<file path="src/rtl/tmtw_pkg.sv">
// Package for the text-mode terminal writer: request codes, controller states,
// command and status structs between controller and datapath. No dependencies.
`timescale 1ns / 1ps
`default_nettype none

package tmtw_pkg;

    localparam int ROWS_DEF = 25;
    localparam int COLS_DEF = 80;

    localparam int PADDR_W = 3;
    localparam int PDATA_W = 32;
    localparam logic REG_IDX_ATTR = 1'b0;

    localparam logic [7:0] ATTR_RESET = 8'h07;
    localparam logic [7:0] CH_SPACE   = 8'h20;
    localparam logic [7:0] CH_NEWLINE = 8'h0A;
    localparam logic [7:0] CH_RETURN  = 8'h0D;
    localparam logic [7:0] CH_TAB     = 8'h09;

    typedef enum logic [1:0] {
        REQ_PUT   = 2'd0,
        REQ_CLEAR = 2'd1,
        REQ_READ  = 2'd2,
        REQ_NONE  = 2'd3
    } req_t;

    typedef enum logic [3:0] {
        ST_INIT,
        ST_IDLE,
        ST_DECODE,
        ST_PUT,
        ST_TAB,
        ST_NEWROW,
        ST_SCR_RD,
        ST_SCR_WR,
        ST_BLANK,
        ST_RD,
        ST_DONE
    } state_t;

    typedef enum logic [1:0] {
        PTR_HOLD,
        PTR_CLR,
        PTR_INC
    } ptr_op_t;

    typedef enum logic [2:0] {
        WR_NONE,
        WR_ZERO,
        WR_BLANK,
        WR_CHAR,
        WR_SPACE,
        WR_MOVE
    } wr_sel_t;

    typedef enum logic [1:0] {
        RD_NONE,
        RD_CELL,
        RD_MOVE
    } rd_sel_t;

    typedef enum logic [2:0] {
        CUR_HOLD,
        CUR_HOME,
        CUR_COL0,
        CUR_ADV,
        CUR_NEWROW
    } cur_op_t;

    typedef struct packed {
        logic    load_req;
        ptr_op_t ptr_op;
        wr_sel_t wr_sel;
        rd_sel_t rd_sel;
        cur_op_t cur_op;
        logic    out_load;
    } ctrl_cmd_t;

    typedef struct packed {
        req_t req;
        logic is_newline;
        logic is_return;
        logic is_tab;
        logic col_last;
        logic row_last;
        logic tab_stop;
        logic ptr_last_move;
        logic ptr_last_cell;
        logic out_free;
    } dp_status_t;

endpackage

`default_nettype wire

</file>
<file path="src/rtl/tmtw_ctrl.sv">
// Controller state machine of the terminal writer: sequences put, tab, scroll,
// clear, read and the power-up clearing pass. Depends on tmtw_pkg.
`timescale 1ns / 1ps
`default_nettype none

module tmtw_ctrl (
    input  wire logic                  aclk,
    input  wire logic                  aresetn,
    input  wire logic                  s_valid,
    output logic                       s_ready,
    input  wire tmtw_pkg::dp_status_t  status,
    output tmtw_pkg::ctrl_cmd_t        cmd
);
    import tmtw_pkg::*;

    state_t state_reg;
    state_t state_next;

    always_ff @(posedge aclk) begin
        if (!aresetn) begin
            state_reg <= ST_INIT;
        end else begin
            state_reg <= state_next;
        end
    end

    always_comb begin
        state_next = state_reg;
        case (state_reg)
            ST_INIT: begin
                if (status.ptr_last_cell) state_next = ST_IDLE;
            end
            ST_IDLE: begin
                if (s_valid) state_next = ST_DECODE;
            end
            ST_DECODE: begin
                case (status.req)
                    REQ_PUT: begin
                        if (status.is_newline)     state_next = ST_NEWROW;
                        else if (status.is_return) state_next = ST_DONE;
                        else if (status.is_tab)    state_next = ST_TAB;
                        else                       state_next = ST_PUT;
                    end
                    REQ_CLEAR: state_next = ST_BLANK;
                    REQ_READ:  state_next = ST_RD;
                    default:   state_next = ST_DONE;
                endcase
            end
            ST_PUT: begin
                state_next = status.col_last ? ST_NEWROW : ST_DONE;
            end
            ST_TAB: begin
                if (status.col_last)      state_next = ST_NEWROW;
                else if (status.tab_stop) state_next = ST_DONE;
            end
            ST_NEWROW: begin
                state_next = status.row_last ? ST_SCR_RD : ST_DONE;
            end
            ST_SCR_RD: state_next = ST_SCR_WR;
            ST_SCR_WR: begin
                state_next = status.ptr_last_move ? ST_BLANK : ST_SCR_RD;
            end
            ST_BLANK: begin
                if (status.ptr_last_cell) state_next = ST_DONE;
            end
            ST_RD: state_next = ST_DONE;
            ST_DONE: begin
                if (status.out_free) state_next = ST_IDLE;
            end
            default: state_next = ST_IDLE;
        endcase
    end

    always_comb begin
        s_ready      = 1'b0;
        cmd.load_req = 1'b0;
        cmd.ptr_op   = PTR_HOLD;
        cmd.wr_sel   = WR_NONE;
        cmd.rd_sel   = RD_NONE;
        cmd.cur_op   = CUR_HOLD;
        cmd.out_load = 1'b0;
        case (state_reg)
            ST_INIT: begin
                cmd.wr_sel = WR_ZERO;
                cmd.ptr_op = PTR_INC;
            end
            ST_IDLE: begin
                s_ready      = 1'b1;
                cmd.load_req = s_valid;
            end
            ST_DECODE: begin
                case (status.req)
                    REQ_PUT: begin
                        if (!status.is_newline && status.is_return) cmd.cur_op = CUR_COL0;
                    end
                    REQ_CLEAR: begin
                        cmd.ptr_op = PTR_CLR;
                        cmd.cur_op = CUR_HOME;
                    end
                    default: ;
                endcase
            end
            ST_PUT: begin
                cmd.wr_sel = WR_CHAR;
                if (!status.col_last) cmd.cur_op = CUR_ADV;
            end
            ST_TAB: begin
                cmd.wr_sel = WR_SPACE;
                if (!status.col_last) cmd.cur_op = CUR_ADV;
            end
            ST_NEWROW: begin
                cmd.cur_op = CUR_NEWROW;
                if (status.row_last) cmd.ptr_op = PTR_CLR;
            end
            ST_SCR_RD: cmd.rd_sel = RD_MOVE;
            ST_SCR_WR: begin
                cmd.wr_sel = WR_MOVE;
                cmd.ptr_op = PTR_INC;
            end
            ST_BLANK: begin
                cmd.wr_sel = WR_BLANK;
                cmd.ptr_op = PTR_INC;
            end
            ST_RD: cmd.rd_sel = RD_CELL;
            ST_DONE: cmd.out_load = status.out_free;
            default: ;
        endcase
    end

endmodule

`default_nettype wire

</file>
<file path="config.mk">
export PLATFORM = sky130hd
export DESIGN_NAME = tmtw_ctrl
export DESIGN_NICKNAME = d
export VERILOG_FILES = /design/src/rtl/tmtw_pkg.sv /design/src/rtl/tmtw_ctrl.sv
export SDC_FILE = /design/constraint.sdc
export NUM_CORES = 1
export LEC_CHECK = 0
export BUFFER_PORTS_ARGS = -buffer_cell sky130_fd_sc_hd__buf_2
export CAP_MARGIN = 20
export CORE_MARGIN = 5
export CORE_UTILIZATION = 48
export CTS_CLUSTER_SIZE = 25
export DETAILED_ROUTE_END_ITERATION = 12
export PLACE_DENSITY = 0.84
export SYNTH_ARGS = -nofsm -noshare
export SYNTH_HDL_FRONTEND = slang
export SYNTH_SLANG_ARGS = --single-unit
</file>
<file path="constraint.sdc">
create_clock -name aclk -period 1.6 [get_ports aclk]
set_input_delay 0.16 -clock aclk [delete_from_list [all_inputs] [get_ports aclk]]
set_output_delay 0.16 -clock aclk [all_outputs]
set_load 0.01 [all_outputs]
</file>
# After elaboration in Yosys (flattened, before gate mapping)
# Cells that the tools add are included.
totals:
  regBits: 4
  wordCells: 51
  inputBits: 14
classes:
  reduce_logical: 7
  mux: 26
  n_eq_ne: 17
op_table:
  columns: ["op", "count"]
  rows:
  - ["two-way mux 4 bit", 11]
  - ["one-hot mux 4 bit (11 select lines)", 1]
  - ["equality test 4 x 3 -> 1 bit, second input constant", 4]
  - ["one-hot mux 3 bit (5 select lines)", 1]
  - ["equality test 4 bit, second input constant", 3]
  - ["one-hot mux 4 bit (3 select lines)", 1]
  - ["one-hot mux 3 bit (3 select lines)", 1]
  - ["equality test 4 x 2 -> 1 bit, second input constant", 2]
  - ["!= test 2 bit, second input constant", 4]
  - ["one-hot mux 2 bit (3 select lines)", 1]
  - ["one-hot mux 3 bit (2 select lines)", 1]
  - ["two-way mux 1 bit", 5]
  - ["AND reduction 5 bit", 1]
  - ["equality test 4 x 1 -> 1 bit, second input constant", 1]
  - ["logical NOT 4 bit", 1]
  - ["two-way mux 2 bit", 2]
  - ["one-hot mux 2 bit (2 select lines)", 1]
  - ["two-way mux 3 bit", 1]
  - ["!= test 3 bit, second input constant", 1]
  - ["OR reduction 3 bit", 1]
  - ["equality test 2 x 1 -> 1 bit, second input constant", 1]
  - ["equality test 2 bit, second input constant", 1]
  - ["logical NOT 2 bit", 1]
  - ["OR reduction 2 bit", 1]
  - ["other kinds (2)", 2]

# Longest topological paths before layout
# Gate-level depths: netlist of run 1.
logic_depth:
  word_depth: 5
  ltp_mapped: 6
  mapped_depth_nobuf: 6

# Least setup slack after synthesis of run 1
# Ideal clock, no wire load.
synth_path:
  kind: "register -> output"
  startpoint: "register state_reg[1]"
  endpoint: "output cmd[6] (netlist name)"
  stages_incl_launch_ff: 5
  path_buffers: 2
  path_slack_ps: 192
  t_arrival_ps: 1248
  required_time_ps: 1440
  cell_sequence: "dfxtp_1 buf_4 buf_4 or3_1 a21oi_1"
synth_rtl:
  columns: ["element", "line_no", "text"]
  rows:
  - ["start: declaration", "tmtw_ctrl.sv:16", "state_t state_reg;"]
  - ["start signal: assignment", "tmtw_ctrl.sv:23", "state_reg <= state_next;"]
  - ["end: declaration", "tmtw_ctrl.sv:12", "output tmtw_pkg::ctrl_cmd_t cmd"]

==> results.py, run 1 <==
metrics = {
    "status": {
        "status": "finished, final reports clean",
    },
    "routing": {
        "drc_errors": 0,
        "wl_mm": 2.567,
        "dr.pass1.iters": 4,
        "avgRoutedWirePerCell_um": 16.56,
        "drt_iter0_markers": 64,
        "ant_nets": 0,
        "vias_per_cell": 6.342,
        "num_vias": 983,
    },
    "grt": {
        "grt_max_degree": 26,
        "antenna_found_initial": 0,
        "grt_busiest_layer": "met2",
        "first_global_vias": 887,
        "use_met3": 0.03670,
        "overflow": 0,
        "grt_pass1_wl_mm": 3.746,
        "globalRouteMet2Util": 0.3283,
        "grtUsageMet1": 0.2253,
        "grtUsageTotal": 0.1965,
    },
    "die": {
        "die_h_um": 48.51,
        "core_mm2": 0.001350,
        "die_x_um": 48.51,
        "die_area_mm2": 0.002353,
        "io_pins": 27,
        "start_util": 0.5273,
        "num_rows": 13,
    },
    "logic_synthesis": {
        "synth_seq_cells": 4,
        "syn-cell-area_um2": 711.9,
        "synth_mux_area_frac": 0.01406,
        "synth_top_area_cell": "dfxtp_1",
        "synth.top_cells.by_count": "nor2_1, inv_1, a21oi_1, nor3_1, nand2b_1",
        "yosys.area_share.adder": 0.07030,
        "yosysMostFrequentCell": "nor2_1",
        "synth_nets": 122,
        "synth_area_leaders": "dfxtp_1, nor2_1, ha_1, inv_1, a21oi_1",
        "synthFlopType": "dfxtp_1",
        "yosys_warnings": 0,
        "synth_edf_count": 0,
        "ys_seq_area_frac": 0.1125,
        "synth_xor_area_frac": 0,
        "syn_area_per_cell_um2": 6.846,
        "synth_compound_area_frac": 0.3163,
        "synthArstFlopShare": 0,
        "synth_top_area_frac": 0.1125,
        "synth_simple_gate_area_frac": 0.3708,
        "synthCells": 104,
        "synth.distinct_cells": 40,
        "synth_top_family_by_area": "simple AND/OR/NAND/NOR gates",
    },
    "critical_path": {
        "r2r-start": "state_reg[1]$_SDFFE_PN0P_",
        "crit_arrival_ns": 1.44,
        "critPathRequiredTime_ns": 1.44,
        "critPathLaunchType": "register",
        "r2r_cells": 5,
        "endpoint_kind": "output port",
        "cp-startpoint": "state_reg[0]$_SDFFE_PN0P_",
        "reg2reg_to": "state_reg[3]$_SDFFE_PN0P_",
        "cp_max_fo": 9,
        "r2r_slack_ns": 0.09,
        "worstSetupPathType": "register to output port",
        "critPathCapture": "cmd[6]",
    },
    "sta": {
        "finalCriticalPeriod_ns": 1.598,
        "finalMaxSlewViolations": 0,
        "rsz0062_at_grt": "true",
        "hold_viol_final": 0,
        "worst_clock_skew_ns": 0.007410,
        "worst_pin_slew_ns": 0.3479,
        "period_share": 0.9985,
        "tns_ns": 0,
        "setup_violations": 0,
        "slew_headroom": 0.7621,
        "max_clock_freq_mhz": 625.9,
    },
    "cells_and_area": {
        "area_growth_pct": 44.46,
        "diodes": 0,
        "drive_gt1_frac": 0.3929,
        "largest_reg_flops": 4,
        "nets": 160,
        "instances_no_fill": 155,
    },
    "clocking": {
        "tritoncts": "done",
        "cts_buffers": 3,
        "clock_sinks": 4,
        "htreeDepth": 1,
        "cts_buffer_depth": 2,
        "root_buffer": "clkbuf_4",
        "clk_pin_slew_ns": 0.04,
        "clock_latency_ns": 0.24,
    },
    "place": {
        "place_inst": 148,
        "hpwl_mm": 1.806,
        "gp_congestion": 0.9170,
        "portBuffers": 26,
    },
    "min_path": {
        "hold_path_class": "input pin to register",
    },
    "power": {
        "peakVddDrop_v": 0.0002011,
        "power_leakage_nw": 0.4734,
        "power_density_mw_per_mm2": 391.2,
    },
    "flow_run": {
        "drv_cap": 0,
    },
}
-- worst min-delay path by stage --
stage	startpoint	to	slack [ns]	cells past startpoint
after floorplan	aresetn	state_reg[2]$_SDFFE_PN0P_	0.28	1
after global placement	aresetn	state_reg[2]$_SDFFE_PN0P_	0.40	2
after detailed placement	aresetn	state_reg[2]$_SDFFE_PN0P_	0.40	2
after CTS	aresetn	state_reg[2]$_SDFFE_PN0P_	0.16	2
after global routing	aresetn	state_reg[2]$_SDFFE_PN0P_	0.17	2
final	aresetn	state_reg[2]$_SDFFE_PN0P_	0.16	2
-- cell families after synthesis --
family,Yosys count
adders and majority gates,4
buffers and inverters,17
DFF,4
AOI/OAI and AO/OA,31
and+or+nand+nor,47
muxes,1
-- metrics by stage --
| step | power [mW] | hold slack [ns] | area [µm²] | util | setup slack, ns |
|---|---|---|---|---|---|
| global route | 0.4144 | 0.1714 | 1028 | 0.7618 | -0.02151 |
| detailed placement | 0.2486 | 0.4001 | 899.6 | 0.6664 | 0.06363 |
| floorplan | 0.1955 | 0.2775 | 711.9 | - | 0.1919 |
| global placement | 0.2422 | 0.4021 | 899.6 | 0.6664 | 0.1136 |
| finish | 0.4024 | 0.1633 | 1028 | 0.7618 | 0.002348 |
| CTS | 0.3781 | 0.1558 | 932.1 | 0.6905 | -0.03174 |
-- cells in the final DEF (no fill, tap or decap), drive strengths merged, types with 2 or more instances in the layout --
master and n:
dfxtp 4, o21a 2, a31oi 2, a211oi 2
nand2b 6, nor4b 2, nor2 15, o21ai 4
a21oi 7, nor3 6, nand3 4, ha 4
o211ai 2, inv 11, nand2 2, o31ai 2
nor2b 4, a2111oi 2, clkbuf 4, o22ai 2
buf 38
-- worst max-delay path, cell delays in order (launching register included) --
cell and delay (ns):
dfxtp_4 0.37, buf_4 0.16, or3_1 0.38, a21oi_1 0.14, buf_2 0.14
-- routing by layer --
metal / routed length (µm) / vias to the layer above
li1: - / 455
met1: 942 / 447
met2: 1223 / 64
met3: 291 / 17
met4: 109 / 0
met5: 0 / -
-- layout make-up --
cell class,count,area (µm²)
clock buffer,3,22.52
fill,104,321.6
inverter,11,41.29
multi-input combinational,83,598.1
sequential,4,90.09
tap,15,18.77
timing repair buffer,39,257.7
-- power by group --
part | switching (mW) | leakage (nW) | internal [mW]
Sequential | 0.00758 | 0.0349 | 0.102
Combinational | 0.0881 | 0.425 | 0.0750
Clock | 0.0454 | 0.0138 | 0.0841
-- what timing repair did --
action | CTS | global route
gates cloned | 0 | 1
setup buffers | 0 | 3
resized for setup | 4 | 9
endpoints found under the setup margin | 5 | 7
hold buffers | 0 | 0
pin swaps | 1 | 1
No activity file was read; power rests on OpenSTA's default activity.
==> run 2, diff against run 1 <==
--- a/config.mk
+++ b/config.mk
@@ -12,6 +12,7 @@
 export CTS_CLUSTER_SIZE = 25
 export DETAILED_ROUTE_END_ITERATION = 12
 export PLACE_DENSITY = 0.84
+export SLEW_MARGIN = 20
 export SYNTH_ARGS = -nofsm -noshare
 export SYNTH_HDL_FRONTEND = slang
 export SYNTH_SLANG_ARGS = --single-unit
==> constraint.sdc (replaced) <==
create_clock -name aclk -period 1.6 [get_ports aclk]
set_input_delay 0.32 -clock aclk [delete_from_list [all_inputs] [get_ports aclk]]
set_output_delay 0.32 -clock aclk [all_outputs]
set_load 0.01 [all_outputs]
==> results.py, run 2 (same netlist as run 1, synthesis figures left out) <==
metrics = {
    "critical_path": {
        "worstSetupPathType": "register to output port",
        "critPathRequiredTime_ns": 1.28,
        "reg2reg_to": "state_reg[3]$_SDFFE_PN0P_",
        "cp_max_fo": 5,
        "endpoint_kind": "output port",
        "critPathBufInv": 3,
        "r2r-start": "state_reg[1]$_SDFFE_PN0P_",
        "cpPeakStageDelay_ns": 0.37,
        "cpLargestDelayFamily": "buffers and inverters",
        "crit_arrival_ns": 1.51,
        "r2r_cells": 7,
        "r2r_slack_ns": -0.18,
        "crit_slowest_cell": "or3_4",
        "path_cells": "buf_6 > buf_6 > or3_4 > a21oi_2 > buf_2",
        "critPathLaunchType": "register",
        "critPathMostFrequentCell": "buf_6",
    },
    "power": {
        "power_density_mw_per_mm2": 379.4,
        "peakVddDrop_v": 0.0004222,
        "power_leakage_nw": 0.5544,
    },
    "routing": {
        "ant_nets": 0,
        "num_vias": 1093,
        "drt_iter0_markers": 69,
        "drc_errors": 0,
        "vias_per_cell": 6.429,
        "dr.pass1.iters": 5,
        "avgRoutedWirePerCell_um": 19.62,
        "wl_mm": 3.335,
    },
    "sta": {
        "finalCriticalPeriod_ns": 1.829,
        "rsz0062_at_grt": "true",
        "slew_headroom": 0.6468,
        "hold_viol_final": 0,
        "period_share": 1.143,
        "setup_violations": 14,
        "worst_pin_slew_ns": 0.5288,
        "setup_slack_ns": -0.2294,
        "finalMaxSlewViolations": 0,
        "worst_clock_skew_ns": 0.005018,
        "holdWs_ns": 0.3168,
        "max_clock_freq_mhz": 546.6,
    },
    "clocking": {
        "hold_buffers": 0,
        "tritoncts": "done",
        "clock_sinks": 4,
        "cts_buffer_depth": 2,
        "clock_latency_ns": 0.25,
        "clk_pin_slew_ns": 0.05,
        "htreeDepth": 1,
        "cts_buffers": 3,
        "root_buffer": "clkbuf_4",
    },
    "die": {
        "die_h_um": 48.51,
        "die_x_um": 48.51,
        "die_area_mm2": 0.002353,
        "io_pins": 27,
        "start_util": 0.5273,
        "num_rows": 13,
        "core_mm2": 0.001350,
    },
    "status": {
        "violations": "negative setup slack",
        "status": "complete, but fails checks",
    },
    "place": {
        "gp_congestion": 0.8865,
        "portBuffers": 26,
        "place_ws_ns": -0.05673,
        "hpwl_mm": 1.840,
    },
    "grt": {
        "grt_max_degree": 12,
        "grtUsageMet1": 0.2409,
        "first_global_vias": 991,
        "antenna_found_initial": 0,
        "use_met3": 0.003058,
        "grtUsageTotal": 0.2119,
        "overflow": 0,
        "grt_busiest_layer": "met2",
        "grt_pass1_wl_mm": 4.181,
        "globalRouteMet2Util": 0.3891,
    },
    "cells_and_area": {
        "utilization": 0.8814,
        "area_growth_pct": 67.14,
        "drive_gt1_frac": 0.5419,
        "diodes": 0,
        "final_cell_mix": "buf_2, buf_4, nor2_1",
        "nets": 175,
        "largest_reg_flops": 4,
        "fillers": 75,
    },
    "flow_run": {
        "drv_cap": 0,
    },
    "min_path": {
        "min-delay-start": "aresetn",
        "hold_path_class": "input pin to register",
        "hold_end": "state_reg[2]$_SDFFE_PN0P_",
        "holdPathStages": 2,
    },
}
==> run 2: cell types whose count changed in the layout (fill, tap and decap cells not counted), sizes merged <==
| cell | previous run | this run |
|---|---|---|
| clkbuf | 4 | 3 |
| buf | 38 | 54 |
==> run 2: stage by stage <==
stage	power, mW	instance area [µm²]	TNS, ns	cells
2_1_floorplan	0.1955	711.9	0	104
3_3_place_gp	0.2598	992.2	-0.005611	162
3_5_place_dp	0.2642	992.2	-0.1397	162
4_1_cts	0.4120	1099	-0.5466	168
5_1_grt	0.4697	1190	-1.983	170
6_report	0.4515	1190	-1.433	170
==> run 2: power by group <==
| part | total, mW | internal, mW | switching [mW] | leakage [nW] |
|---|---|---|---|---|
| sequential | 0.112 | 0.101 | 0.0113 | 0.0347 |
| clock | 0.143 | 0.0850 | 0.0581 | 0.0138 |
| combinational | 0.196 | 0.0946 | 0.102 | 0.506 |
| total | 0.451 | 0.280 | 0.171 | 0.554 |
==> run 2: area by class of cell <==
cell class	count	area, µm²	area share
clock buffer	3	22.52	0.01893
inverter	11	41.29	0.03470
multi-input combinational	83	658.1	0.5531
sequential	4	91.34	0.07676
tap	15	18.77	0.01577
timing repair buffer	54	357.8	0.3007
==> run 2: what timing repair did <==
item                                    in CTS  in global routing
endpoints found under the setup margin      13                 15
resized for setup                           18                 20
buffers inserted                             4                  2
pin swaps                                    7                 14
==> run 2: layer usage <==
metal | wire length (µm) | part of all wire
met5 | 0 | 0
met4 | 187 | 0.056
met3 | 351 | 0.11
met2 | 1629 | 0.49
met1 | 1167 | 0.35
==> run 2: worst max-delay path by stage <==
stage	startpoint	endpoint	slack, ns	cells past startpoint
final	state_reg[1]$_SDFFE_PN0P_	cmd[6]	-0.23	5
after global routing	state_reg[0]$_SDFFE_PN0P_	cmd[6]	-0.25	4
after CTS	state_reg[1]$_SDFFE_PN0P_	cmd[6]	-0.16	5
after detailed placement	status[10]	cmd[2]	-0.06	8
after global placement	status[10]	cmd[2]	-0.006	8
after floorplan	state_reg[1]$_SDFFE_PN0P_	cmd[6]	0.03	4
